[config.mk]
export PLATFORM = sky130hd
export DESIGN_NAME = int_to_radix_digits
export DESIGN_NICKNAME = d
export VERILOG_FILES = /design/src/i2rd_pkg.sv /design/src/i2rd_ctrl.sv /design/src/i2rd_dp.sv /design/src/int_to_radix_digits.sv
export SDC_FILE = /design/constraint.sdc
export NUM_CORES = 1
export LEC_CHECK = 0
export BUFFER_PORTS_ARGS = -buffer_cell sky130_fd_sc_hd__buf_2
export CAP_MARGIN = 5
export CORE_ASPECT_RATIO = 0.5
export CORE_UTILIZATION = 60
export DETAILED_ROUTE_END_ITERATION = 10
export PLACE_DENSITY_LB_ADDON = 0.1
export REMOVE_ABC_BUFFERS = 1
export SKIP_LAST_GASP = 1
export SLEW_MARGIN = 20
export SYNTH_ARGS = -nofsm -noshare
export SYNTH_HDL_FRONTEND = slang
export SYNTH_SLANG_ARGS = --single-unit
[constraint.sdc]
create_clock -name clk -period 11.2 [get_ports clk]
set_input_delay 2.24 -clock clk [delete_from_list [all_inputs] [get_ports clk]]
set_output_delay 2.24 -clock clk [all_outputs]
set_load 0.1 [all_outputs]
[src/i2rd_pkg.sv]
`default_nettype none

package i2rd_pkg;

    // Alphabet table
    localparam int MAX_BASE = 64;
    localparam int TBL_AW   = $clog2(MAX_BASE);
    localparam int BASE_W   = 7;

    // Digit stack: 2**31 in radix 2 has 32 digits
    localparam int STK_DEPTH = 32;
    localparam int STK_AW    = $clog2(STK_DEPTH);
    localparam int SP_W      = STK_AW + 1;

    // Magnitude and restoring divider
    localparam int MAG_W     = 33;
    localparam int DIV_CNT_W = $clog2(MAG_W);
    localparam int REM_W     = TBL_AW;

    // Config port
    localparam int ADDR_W = 3;
    localparam int DATA_W = 32;
    localparam logic REG_RADIX = 1'b0;

    // Input command codes
    localparam logic CMD_LOAD    = 1'b0;
    localparam logic CMD_CONVERT = 1'b1;

    // Character codes
    localparam logic [7:0] CH_PLUS  = 8'h2B;
    localparam logic [7:0] CH_MINUS = 8'h2D;
    localparam logic [7:0] CH_LOW   = 8'h20;
    localparam logic [7:0] CH_HIGH  = 8'h7E;

    typedef enum logic [3:0] {
        ST_IDLE,
        ST_CHK_RD,
        ST_CHK_EVAL,
        ST_DIV,
        ST_PUSH,
        ST_SIGN,
        ST_POP,
        ST_TBL,
        ST_EMIT
    } state_t;

    typedef struct packed {
        logic load_wr;
        logic chk_init;
        logic chk_rd;
        logic chk_eval;
        logic div_init;
        logic div_step;
        logic push;
        logic emit_minus;
        logic pop_rd;
        logic tbl_rd;
        logic emit_digit;
    } dp_cmd_t;

    typedef struct packed {
        logic base_ok;
        logic chk_last;
        logic char_bad;
        logic div_last;
        logic quot_zero;
        logic stack_empty;
        logic neg;
    } dp_sts_t;

endpackage

`default_nettype wire

[src/i2rd_ctrl.sv]
`default_nettype none

module i2rd_ctrl
    import i2rd_pkg::*;
(
    input  wire logic    clk,
    input  wire logic    rst_n,
    input  wire logic    start,
    input  wire logic    command,
    input  wire dp_sts_t sts,
    output dp_cmd_t      cmd,
    output logic         busy
);

    state_t state_reg;
    state_t state_next;

    always_ff @(posedge clk or negedge rst_n)
    begin
        if (!rst_n)
        begin
            state_reg <= ST_IDLE;
        end
        else
        begin
            state_reg <= state_next;
        end
    end

    always_comb
    begin
        state_next = state_reg;
        case (state_reg)
            ST_IDLE:
            begin
                if (start && command == CMD_CONVERT && sts.base_ok)
                begin
                    state_next = ST_CHK_RD;
                end
            end
            ST_CHK_RD:
            begin
                state_next = ST_CHK_EVAL;
            end
            ST_CHK_EVAL:
            begin
                if (sts.char_bad)
                begin
                    state_next = ST_IDLE;
                end
                else if (sts.chk_last)
                begin
                    state_next = ST_DIV;
                end
                else
                begin
                    state_next = ST_CHK_RD;
                end
            end
            ST_DIV:
            begin
                if (sts.div_last)
                begin
                    state_next = ST_PUSH;
                end
            end
            ST_PUSH:
            begin
                if (!sts.quot_zero)
                begin
                    state_next = ST_DIV;
                end
                else if (sts.neg)
                begin
                    state_next = ST_SIGN;
                end
                else
                begin
                    state_next = ST_POP;
                end
            end
            ST_SIGN:
            begin
                state_next = ST_POP;
            end
            ST_POP:
            begin
                state_next = ST_TBL;
            end
            ST_TBL:
            begin
                state_next = ST_EMIT;
            end
            ST_EMIT:
            begin
                state_next = sts.stack_empty ? ST_IDLE : ST_POP;
            end
            default:
            begin
                state_next = ST_IDLE;
            end
        endcase
    end

    always_comb
    begin
        cmd  = '0;
        busy = 1'b1;
        case (state_reg)
            ST_IDLE:
            begin
                busy = 1'b0;
                if (start)
                begin
                    cmd.load_wr  = (command == CMD_LOAD);
                    cmd.chk_init = (command == CMD_CONVERT);
                end
            end
            ST_CHK_RD:
            begin
                cmd.chk_rd = 1'b1;
            end
            ST_CHK_EVAL:
            begin
                cmd.chk_eval = !sts.char_bad;
                cmd.div_init = !sts.char_bad && sts.chk_last;
            end
            ST_DIV:
            begin
                cmd.div_step = 1'b1;
            end
            ST_PUSH:
            begin
                cmd.push     = 1'b1;
                cmd.div_init = !sts.quot_zero;
            end
            ST_SIGN:
            begin
                cmd.emit_minus = 1'b1;
            end
            ST_POP:
            begin
                cmd.pop_rd = 1'b1;
            end
            ST_TBL:
            begin
                cmd.tbl_rd = 1'b1;
            end
            ST_EMIT:
            begin
                cmd.emit_digit = 1'b1;
            end
            default:
            begin
                busy = 1'b0;
            end
        endcase
    end

endmodule

`default_nettype wire

[src/i2rd_dp.sv]
`default_nettype none

module i2rd_dp
    import i2rd_pkg::*;
(
    input  wire logic                clk,
    input  wire logic                rst_n,
    input  wire dp_cmd_t             cmd,
    input  wire logic [BASE_W-1:0]   radix,
    input  wire logic [TBL_AW-1:0]   digit_index,
    input  wire logic [7:0]          digit_char,
    input  wire logic signed [31:0]  value,
    output dp_sts_t                  sts,
    output logic                     out_valid,
    output logic [7:0]               out_char,
    output logic                     last
);

    // Memories
    logic [7:0]       tbl_mem [MAX_BASE];
    logic [REM_W-1:0] stk_mem [STK_DEPTH];

    logic [7:0]           tbl_rdata_reg;
    logic [REM_W-1:0]     stk_rdata_reg;

    // Alphabet check
    logic [TBL_AW-1:0]    idx_reg;
    logic [127:0]         seen_reg;

    // Divider
    logic [MAG_W-1:0]     mag_reg;
    logic [REM_W-1:0]     rem_reg;
    logic [DIV_CNT_W-1:0] cnt_reg;
    logic                 neg_reg;
    logic [SP_W-1:0]      sp_reg;

    logic                 out_valid_reg;
    logic [7:0]           out_char_reg;
    logic                 last_reg;

    logic [MAG_W-1:0]     mag_init;
    logic [REM_W:0]       div_r;
    logic [REM_W:0]       div_sub;
    logic                 div_ge;
    logic [SP_W-1:0]      sp_dec;
    logic [TBL_AW-1:0]    tbl_raddr;

    // 2**32 - v for negatives, held in 33 bits
    assign mag_init = value[31] ? (MAG_W'(0) - {1'b1, value})
                                : {1'b0, value};

    assign div_r   = {rem_reg, mag_reg[MAG_W-1]};
    assign div_ge  = ({1'b0, div_r} >= {1'b0, radix});
    assign div_sub = div_r - radix;
    assign sp_dec  = sp_reg - SP_W'(1);

    assign tbl_raddr = cmd.tbl_rd ? stk_rdata_reg : idx_reg;

    always_ff @(posedge clk)
    begin
        if (cmd.load_wr)
        begin
            tbl_mem[digit_index] <= digit_char;
        end
        if (cmd.chk_rd || cmd.tbl_rd)
        begin
            tbl_rdata_reg <= tbl_mem[tbl_raddr];
        end
    end

    always_ff @(posedge clk)
    begin
        if (cmd.push)
        begin
            stk_mem[sp_reg[STK_AW-1:0]] <= rem_reg;
        end
        if (cmd.pop_rd)
        begin
            stk_rdata_reg <= stk_mem[sp_dec[STK_AW-1:0]];
        end
    end

    always_ff @(posedge clk)
    begin
        if (cmd.chk_init)
        begin
            idx_reg  <= '0;
            seen_reg <= '0;
            mag_reg  <= mag_init;
            neg_reg  <= value[31];
            sp_reg   <= '0;
        end
        else
        begin
            if (cmd.chk_eval)
            begin
                idx_reg <= idx_reg + TBL_AW'(1);
                seen_reg[tbl_rdata_reg[6:0]] <= 1'b1;
            end
            if (cmd.div_step)
            begin
                mag_reg <= {mag_reg[MAG_W-2:0], div_ge};
            end
            if (cmd.push)
            begin
                sp_reg <= sp_reg + SP_W'(1);
            end
            else if (cmd.pop_rd)
            begin
                sp_reg <= sp_dec;
            end
        end
        if (cmd.div_init)
        begin
            rem_reg <= '0;
            cnt_reg <= '0;
        end
        else if (cmd.div_step)
        begin
            rem_reg <= div_ge ? div_sub[REM_W-1:0] : div_r[REM_W-1:0];
            cnt_reg <= cnt_reg + DIV_CNT_W'(1);
        end
    end

    always_ff @(posedge clk or negedge rst_n)
    begin
        if (!rst_n)
        begin
            out_valid_reg <= 1'b0;
        end
        else
        begin
            out_valid_reg <= cmd.emit_minus || cmd.emit_digit;
        end
    end

    always_ff @(posedge clk)
    begin
        if (cmd.emit_minus)
        begin
            out_char_reg <= CH_MINUS;
            last_reg     <= 1'b0;
        end
        else if (cmd.emit_digit)
        begin
            out_char_reg <= tbl_rdata_reg;
            last_reg     <= (sp_reg == '0);
        end
    end

    always_comb
    begin
        sts.base_ok     = (radix >= BASE_W'(2)) && (radix <= BASE_W'(MAX_BASE));
        sts.chk_last    = ({1'b0, idx_reg} == (radix - BASE_W'(1)));
        sts.char_bad    = (tbl_rdata_reg < CH_LOW) || (tbl_rdata_reg > CH_HIGH)
                       || (tbl_rdata_reg == CH_PLUS) || (tbl_rdata_reg == CH_MINUS)
                       || seen_reg[tbl_rdata_reg[6:0]];
        sts.div_last    = (cnt_reg == DIV_CNT_W'(MAG_W - 1));
        sts.quot_zero   = (mag_reg == '0);
        sts.stack_empty = (sp_reg == '0);
        sts.neg         = neg_reg;
    end

    assign out_valid = out_valid_reg;
    assign out_char  = out_char_reg;
    assign last      = last_reg;

endmodule

`default_nettype wire

[src/int_to_radix_digits.sv]
// Signed 32-bit integer to text in a radix of 2..64 (the radix register),
// using an alphabet loaded one character per load transaction. A transaction
// is taken when start is high and busy is low. A load (command = 0) writes
// digit_char at digit_index and gives no output. A convert (command = 1)
// first checks the alphabet (a table read and then a compare for each entry,
// duplicates tracked in a seen-bitmap); a bad alphabet or a radix outside
// 2..64 ends the transaction with no output. Each digit then comes from the
// bit-serial restoring divider (33 quotient bits, then a push onto the digit
// stack), and each character comes out through the stack and alphabet
// memories (pop, table read, emit), with an extra state for a leading minus.
// Worst case is radix 2 with the most negative value; a radix of 64 has the
// longest check but at most 6 digits. Characters appear on out_char/last
// for exactly one cycle with out_valid high; there is no backpressure, the
// receiver must take every one. The radix is to be written over the APB
// port only while busy is low; the block itself does not enforce this.
`default_nettype none

module int_to_radix_digits
    import i2rd_pkg::*;
(
    input  wire logic               clk,
    input  wire logic               rst_n,

    // APB config port
    input  wire logic               psel,
    input  wire logic               penable,
    input  wire logic               pwrite,
    input  wire logic [ADDR_W-1:0]  paddr,
    input  wire logic [DATA_W-1:0]  pwdata,
    output logic [DATA_W-1:0]       prdata,
    output logic                    pready,

    // Command channel
    input  wire logic               start,
    output logic                    busy,
    input  wire logic               command,
    input  wire logic [TBL_AW-1:0]  digit_index,
    input  wire logic [7:0]         digit_char,
    input  wire logic signed [31:0] value,

    // Character stream
    output logic                    out_valid,
    output logic [7:0]              out_char,
    output logic                    last
);

    logic [BASE_W-1:0] radix_reg;
    logic [BASE_W-1:0] radix_next;
    logic              cfg_wr;
    dp_cmd_t           cmd;
    dp_sts_t           sts;

    // Register index is paddr[2]; only the radix register exists
    assign cfg_wr = psel && penable && pwrite && (paddr[2] == REG_RADIX);
    assign pready = 1'b1;

    always_comb
    begin
        radix_next = radix_reg;
        if (cfg_wr)
        begin
            radix_next = pwdata[BASE_W-1:0];
        end
    end

    always_ff @(posedge clk or negedge rst_n)
    begin
        if (!rst_n)
        begin
            radix_reg <= '0;
        end
        else
        begin
            radix_reg <= radix_next;
        end
    end

    assign prdata = (paddr[2] == REG_RADIX)
                  ? {{(DATA_W-BASE_W){1'b0}}, radix_reg} : '0;

    i2rd_ctrl u_ctrl (
        .clk     (clk),
        .rst_n   (rst_n),
        .start   (start),
        .command (command),
        .sts     (sts),
        .cmd     (cmd),
        .busy    (busy)
    );

    i2rd_dp u_dp (
        .clk         (clk),
        .rst_n       (rst_n),
        .cmd         (cmd),
        .radix       (radix_reg),
        .digit_index (digit_index),
        .digit_char  (digit_char),
        .value       (value),
        .sts         (sts),
        .out_valid   (out_valid),
        .out_char    (out_char),
        .last        (last)
    );

endmodule

`default_nettype wire

==> summary.txt, run 1 <==
Global routing
  • GRT Util Overall: about a quarter
  • Vias in the first global route: roughly 21000
  • Largest net degree at the start of global routing: 155
  • Total grt overflow: 0
  • Antenna violations before repair: 3
  • First-pass GRT wire length: 124000 µm

Worst setup path
  • Classification of the worst setup path: input pin to primary output
  • R2R Path End: u_dp.tbl_rdata_reg[0]
  • Worst setup EP type: primary output
  • Worst R2R Start: u_ctrl.state_reg[1]
  • Worst EP required: 8960 ps
  • Arrival time of the worst setup path: 2900 ps
  • Startpoint types: input pin
  • Reg-to-reg slack, setup: 6180 ps
  • Worst Path Max Fanout: 8
  • Reg2Reg Depth: 9

Power
  • Peak supply drop: just over 0.0001 V
  • Sw frac: 21.0%
  • Sw power: 1.34 mW
  • Clk pwr share: 40.9%
  • Reg power frac: between 50% and 60%
  • Combinational share of power: 3.0%
  • P_int: 5.06 mW
  • Pleak: ~15 nW
  • Power Density: 159 nW/µm²

Placed design
  • # port buffers: 78
  • Gpl congestion: 0.844
  • Post-Place Setup Slack: 6060 ps
  • DPL Wire Length: 49400 µm

Finish
  • # nets final: roughly 2800
  • Area grow syn2layout: 9.36%
  • Layout Utilization: about two thirds
  • Largest register FFs: 512
  • Fraction of layout instances using a drive strength above 1: 13.5%
  • Fillers: 4220
  • Most frequent cells in the layout: edfxtp_1, nand2_1, nor2_1, nand3_1, dfxtp_1
  • Most common cell after layout, fill and taps aside: edfxtp_1

Timing
  • RSZ-0062 raised after global routing: no
  • Relative slew slack: between 30% and 40%
  • Tmin final: 5140 ps
  • Worst slew pin tran: 1040 ps
  • Clock skew: 26.2 ps
  • Max-slew violations: 0
  • Final period util: 45.9%
  • PnR worst setup slack: slightly above 6000 ps
  • Final setup fails: 0
  • Sum Neg Setup Slack: 0 ps
  • Final Hold Vio Count: 0
  • Maximum clock frequency: 195 MHz

Clock network
  • Worst-Skew Late Latency: 630 ps
  • H-tree levels: 3
  • Reg clk slew, reported paths: 60 ps
  • Maximum clock path buffer count: 3
  • Clock root cell: clkbuf_16
  • Num Clock Sinks: about 890
  • CTS Buf Count: 76
  • Post-CTS sizing: 0
  • Setup repair bufs after CTS: 0
  • Post-CTS Hold Buffers: 0
  • CTS tree: built

Routing
  • Via count: 22100
  • Iteration-0 DRC Markers: between 2000 and 3000
  • DRC errors left: 0
  • Pre-Repair DR Iteration Count: 6
  • Post-route ant nets: 0
  • Via density: ~6.1
  • Routed WL per cell: 22.5 µm
  • Post-Route WL: 81100 µm

Outcome
  • Status: completed

Logic synthesis
  • Post-Synth Simple-Gate Area: between 10% and 20%
  • Multiplexer share of the synthesized area: 8.75%
  • Synthesized area: 36800 µm²
  • Ys async rst share: 1.34%
  • Main combinational cell family by area after synthesis: simple AND/OR/NAND/NOR gates
  • Adder-cell share of the synthesized area: 0.632%
  • Synth Area in Compound Gates: approximately 5.8%
  • Sequential element share of the synthesized area: about 69%
  • EDFF count, synth: between 700 and 800
  • Synth Area per Inst: 13.7 µm²
  • Synth cell types: 76
  • Yosys reg bits: roughly 890
  • Xor and xnor area share after synthesis: 1.36%
  • Predominant post-synthesis flop cell: edfxtp_1
  • Yosys warns: 0
  • Cells after synthesis: between 2000 and 3000

Die
  • Die extent in y: around 180 µm
  • # rows: 63
  • Die W: 352 µm
  • Die area: 62400 µm²
  • Starting density of the core: 61.4%
  • Core area: 59900 µm²
  • Boundary Pins: 132

Min path
  • Hold depth: 2
  • Worst Min Path Start: u_dp.seen_reg[32]
  • Hold EP: u_dp.seen_reg[32]
  • Tightest Hold Check Type: flop to flop

Run
  • Max Cap Viol: 0
## cell type report
| cell class | count | area (µm²) | area share (%) |
|---|---|---|---|
| diodes | 1 | 2.50 | 0.00622 |
| clock buffers | 96 | 2100 | 5.22 |
| clock inverters | 44 | 344 | 0.855 |
| inverters | 26 | 97.6 | 0.242 |
| multi-input cells | 1614 | 10500 | 26.1 |
| flip-flops and latches | 893 | 25500 | 63.3 |
| well taps | 812 | 1020 | 2.52 |
| repair buffers | 113 | 688 | 1.71 |
## critical path, cell delays in order
cell	delay, ps
buf_2	140
nor2_1	90
buf_2	430
## how the worst max path moves through the flow
| stage | start | end | slack, ps |
|---|---|---|---|
| after floorplan | command | u_dp.mag_reg[0] | 3910 |
| after global placement | paddr[2] | prdata[0] | 6070 |
| after detailed placement | paddr[2] | prdata[3] | 6060 |
| after CTS | paddr[2] | prdata[2] | 6060 |
| after global routing | u_ctrl.state_reg[1] | u_dp.tbl_rdata_reg[0] | 5900 |
| final | paddr[2] | prdata[2] | 6060 |
## synth_stat cells (4+ instances only)
| library cell | n | share of area (%) |
|---|---|---|
| a211oi_1 | 6 | 0.12 |
| a21oi_1 | 30 | 0.41 |
| a221oi_1 | 4 | 0.095 |
| a22oi_1 | 13 | 0.27 |
| a31oi_1 | 50 | 0.85 |
| a32oi_1 | 40 | 0.95 |
| and2_1 | 8 | 0.14 |
| buf_1 | 19 | 0.19 |
| buf_2 | 40 | 0.54 |
| buf_4 | 29 | 0.59 |
| buf_6 | 6 | 0.18 |
| clkbuf_1 | 81 | 0.83 |
| dfrtp_1 | 12 | 0.82 |
| dfxtp_1 | 129 | 7.0 |
| edfxtp_1 | 752 | 61 |
| ha_1 | 17 | 0.58 |
| inv_1 | 26 | 0.27 |
| mux2_2 | 22 | 0.67 |
| mux2i_1 | 69 | 1.9 |
| mux4_2 | 98 | 6.0 |
| nand2_1 | 510 | 5.2 |
| nand2b_1 | 6 | 0.10 |
| nand3_1 | 162 | 2.2 |
| nand3b_1 | 10 | 0.20 |
| nand4_1 | 20 | 0.34 |
| nand4b_1 | 4 | 0.095 |
| nor2_1 | 164 | 1.7 |
| nor2b_1 | 14 | 0.24 |
| nor3_1 | 22 | 0.30 |
| nor3b_1 | 5 | 0.10 |
| nor4_1 | 13 | 0.22 |
| o21ai_0 | 120 | 1.6 |
| o21ai_1 | 28 | 0.38 |
| o21ai_2 | 9 | 0.21 |
| o22ai_1 | 5 | 0.085 |
| o31ai_1 | 10 | 0.20 |
| o41ai_1 | 4 | 0.095 |
| or3_1 | 23 | 0.39 |
| or3b_2 | 4 | 0.095 |
| xnor2_1 | 15 | 0.36 |
| xor2_1 | 42 | 1.0 |
## routing by layer
metal | GRT usage [%] | vias up | part of all wire (%)
li1 | - | 10100 | -
met1 | 37.7 | 11000 | 43
met2 | 41.3 | 848 | 47
met3 | 5.31 | 117 | 8.3
met4 | 6.90 | 4 | 1.9
met5 | 0 | - | 0.031
## cells by family (layout without fill, tap and decap cells)
kind of cell,count (synthesis),in the layout
compound gates,340,340
xor+xnor,57,57
fa+ha+maj,18,18
buf+inv,201,279
flops,893,893
mux,194,194
other cells,2,27
simple gates,979,979
## power by group through the flow
stage / sequential (mW) / clock, mW / combinational, mW
2_1_floorplan: 3.66 / 0 / 0.124
3_3_place_gp: 3.67 / 0 / 0.189
3_5_place_dp: 3.67 / 0 / 0.193
4_1_cts: 3.59 / 2.64 / 0.193
5_1_grt: 3.59 / 2.78 / 0.207
6_report: 3.59 / 2.62 / 0.193
## stage by stage
step / total power, mW / hold WS, ps / cell area, µm² / instances
after CTS: 6.43 / 449 / 40200 / 3597
after global placement: 3.86 / 427 / 37700 / 3457
final: 6.41 / 443 / 40200 / 3599
after detailed placement: 3.86 / 434 / 37700 / 3457
after global routing: 6.58 / 462 / 40200 / 3599
after floorplan: 3.79 / 417 / 36000 / 2533
Power figures use the tool's default switching activity.
==> run 2: changes to the inputs <==
==> constraint.sdc (replaced) <==
create_clock -name clk -period 5 [get_ports clk]
set_input_delay 1 -clock clk [delete_from_list [all_inputs] [get_ports clk]]
set_output_delay 1 -clock clk [all_outputs]
set_load 0.1 [all_outputs]
==> summary.txt, run 2 (same netlist as run 1, synthesis figures left out) <==
Placed design
  • Gpl congestion: 0.881
  • DPL Wire Length: 50500 µm
  • Placed cells: 3479
  • # port buffers: 78

Timing
  • Final setup fails: 0
  • Worst slew pin tran: between 1000 and 1500 ps
  • Final period util: 87.4%
  • Clock skew: between 20 and 25 ps
  • Max-slew violations: 0
  • Tmin final: ~4400 ps
  • Maximum clock frequency: ~230 MHz
  • RSZ-0062 raised after global routing: no
  • Relative slew slack: about a third
  • Final Hold Vio Count: 0

Power
  • Reg power frac: between 50% and 60%
  • Combinational share of power: 3.0%
  • Power Density: between 300 and 400 nW/µm²
  • Clk pwr share: 40.9%
  • P_int: ~11 mW
  • Sw frac: 21.0%
  • Pleak: around 15 nW
  • Peak supply drop: 0.000252 V
  • Sw power: 3.01 mW

Routing
  • Routed WL per cell: ~23 µm
  • Iteration-0 DRC Markers: 2403
  • Post-route ant nets: 0
  • Pre-Repair DR Iteration Count: 5
  • Via density: 6.09
  • Post-Route WL: 82800 µm
  • Via count: about 22000
  • DRC errors left: 0

Die
  • Die extent in y: between 150 and 200 µm
  • Starting density of the core: 61.4%
  • # rows: 63
  • Die W: roughly 350 µm
  • Boundary Pins: 132
  • Die area: approximately 62000 µm²
  • Core area: 59900 µm²

Finish
  • Layout Utilization: 67.4%
  • Most frequent cells in the layout: edfxtp_1, nand2_1, nor2_1, nand3_1, dfxtp_1
  • Area grow syn2layout: 9.77%
  • Fraction of layout instances using a drive strength above 1: 14.0%
  • Non-filler cells, final: 3618
  • Most common cell after layout, fill and taps aside: edfxtp_1
  • Largest register FFs: 512
  • # nets final: 2852

Worst setup path
  • Cell family with most CP delay: simple AND/OR/NAND/NOR gates
  • Crit-path max cell delay: 890 ps
  • Worst Path Max Fanout: 17
  • Crit path launch: u_dp.tbl_rdata_reg[0]
  • Slowest stage cell, crit path: edfxtp_1
  • Worst path cell trace: nor2b_1 -> a22oi_1 -> nand3_1 -> nand4_1 -> or4_1 -> nor2_2 -> nand3_1 -> o21ai_0
  • R2R Path End: u_dp.seen_reg[102]
  • Worst setup EP type: flop
  • Reg2Reg Depth: 8
  • Startpoint types: flop
  • Classification of the worst setup path: flop to flop
  • WP buf/inv: 0
  • Reg-to-reg slack, setup: 630 ps
  • Worst EP required: 5510 ps
  • Arrival time of the worst setup path: 4880 ps
  • Most frequent CP cell: nand3_1
  • Worst R2R Start: u_dp.tbl_rdata_reg[0]

Global routing
  • First-pass GRT wire length: 126000 µm
  • Top Usage Layer GRT: met2
  • Largest net degree at the start of global routing: 89
  • Vias in the first global route: 21200
  • Grt met2 use: about two fifths
  • Grt met3 use: 4.84%
  • GR Util met1: 39.3%
  • GRT Util Overall: 26.5%
  • Total grt overflow: 0
  • Antenna violations before repair: 4

Clock network
  • Maximum clock path buffer count: 3
  • Clock root cell: clkbuf_16
  • CTS Buf Count: 77
  • Worst-Skew Late Latency: 630 ps
  • CTS tree: built
  • Post-CTS sizing: 0
  • H-tree levels: 3
  • Reg clk slew, reported paths: 60 ps
  • Setup repair bufs after CTS: 0
  • Num Clock Sinks: between 800 and 900
  • Post-CTS Hold Buffers: 0

Min path
  • Tightest Hold Check Type: input pin to async pin

Run
  • Max Cap Viol: 0

Outcome
  • Status: completed
run 2: changes by cell type in the layout (fill, tap and decap cells not counted), sizes merged:
cell      delta
clkinvlp     -1
clkbuf       -5
buf         +21
inv          +2
bufinv       +1
diode        +1
run 2: worst max path at each step:
stage,endpoint,depth (start not counted)
3_3_place_gp,u_dp.seen_reg[102],8
3_5_place_dp,u_dp.seen_reg[126],8
5_1_grt,u_dp.seen_reg[126],8
6_report,u_dp.seen_reg[102],8
4_1_cts,u_dp.seen_reg[126],8
2_1_floorplan,u_dp.mag_reg[0],3
run 2: cell type report:
| type | instances | area, µm² |
|---|---|---|
| Sequential cell | 893 | 25500 |
| Fill cell | 4286 | 19500 |
| Multi-Input combinational cell | 1614 | 10500 |
| Clock buffer | 91 | 2040 |
| Tap cell | 812 | 1020 |
| Timing Repair Buffer | 134 | 861 |
| Clock inverter | 46 | 387 |
| Inverter | 26 | 97.6 |
| Antenna cell | 2 | 5.00 |
run 2: metal layers:
metal  part of all wire (%)  wire, µm
met5                  0.030        25
met2                     46     38400
met4                    2.0      1630
met3                    7.8      6480
met1                     44     36200
run 2: worst register-to-register path, cell delays in order, from the launching register on:
cell and delay [ps]:
edfxtp_1 890, nor2b_1 630, a22oi_1 150, nand3_1 160, nand4_1 100, or4_1 710
nor2_2 580, nand3_1 670, o21ai_0 390
run 2: per-stage QoR:
| stage | setup WS [ps] | hold slack [ps] | TNS [ps] | power (mW) | instance area, µm² |
|---|---|---|---|---|---|
| finish | 628 | 293 | 0 | 14.3 | 40400 |
| global route | 432 | 289 | 0 | 14.7 | 40400 |
| CTS | 640 | 276 | 0 | 14.4 | 40400 |
| detailed placement | 709 | 440 | 0 | 8.65 | 38000 |
| global placement | 789 | 426 | 0 | 8.64 | 38000 |
| floorplan | -1170 | 417 | -48710 | 8.49 | 36000 |
run 2: power groups by stage:
stage | Sequential, mW | Clock, mW | Combinational, mW
6_report | 8.05 | 5.86 | 0.434
5_1_grt | 8.05 | 6.22 | 0.464
4_1_cts | 8.05 | 5.93 | 0.434
3_5_place_dp | 8.21 | 0 | 0.433
3_3_place_gp | 8.21 | 0 | 0.425
2_1_floorplan | 8.21 | 0 | 0.277
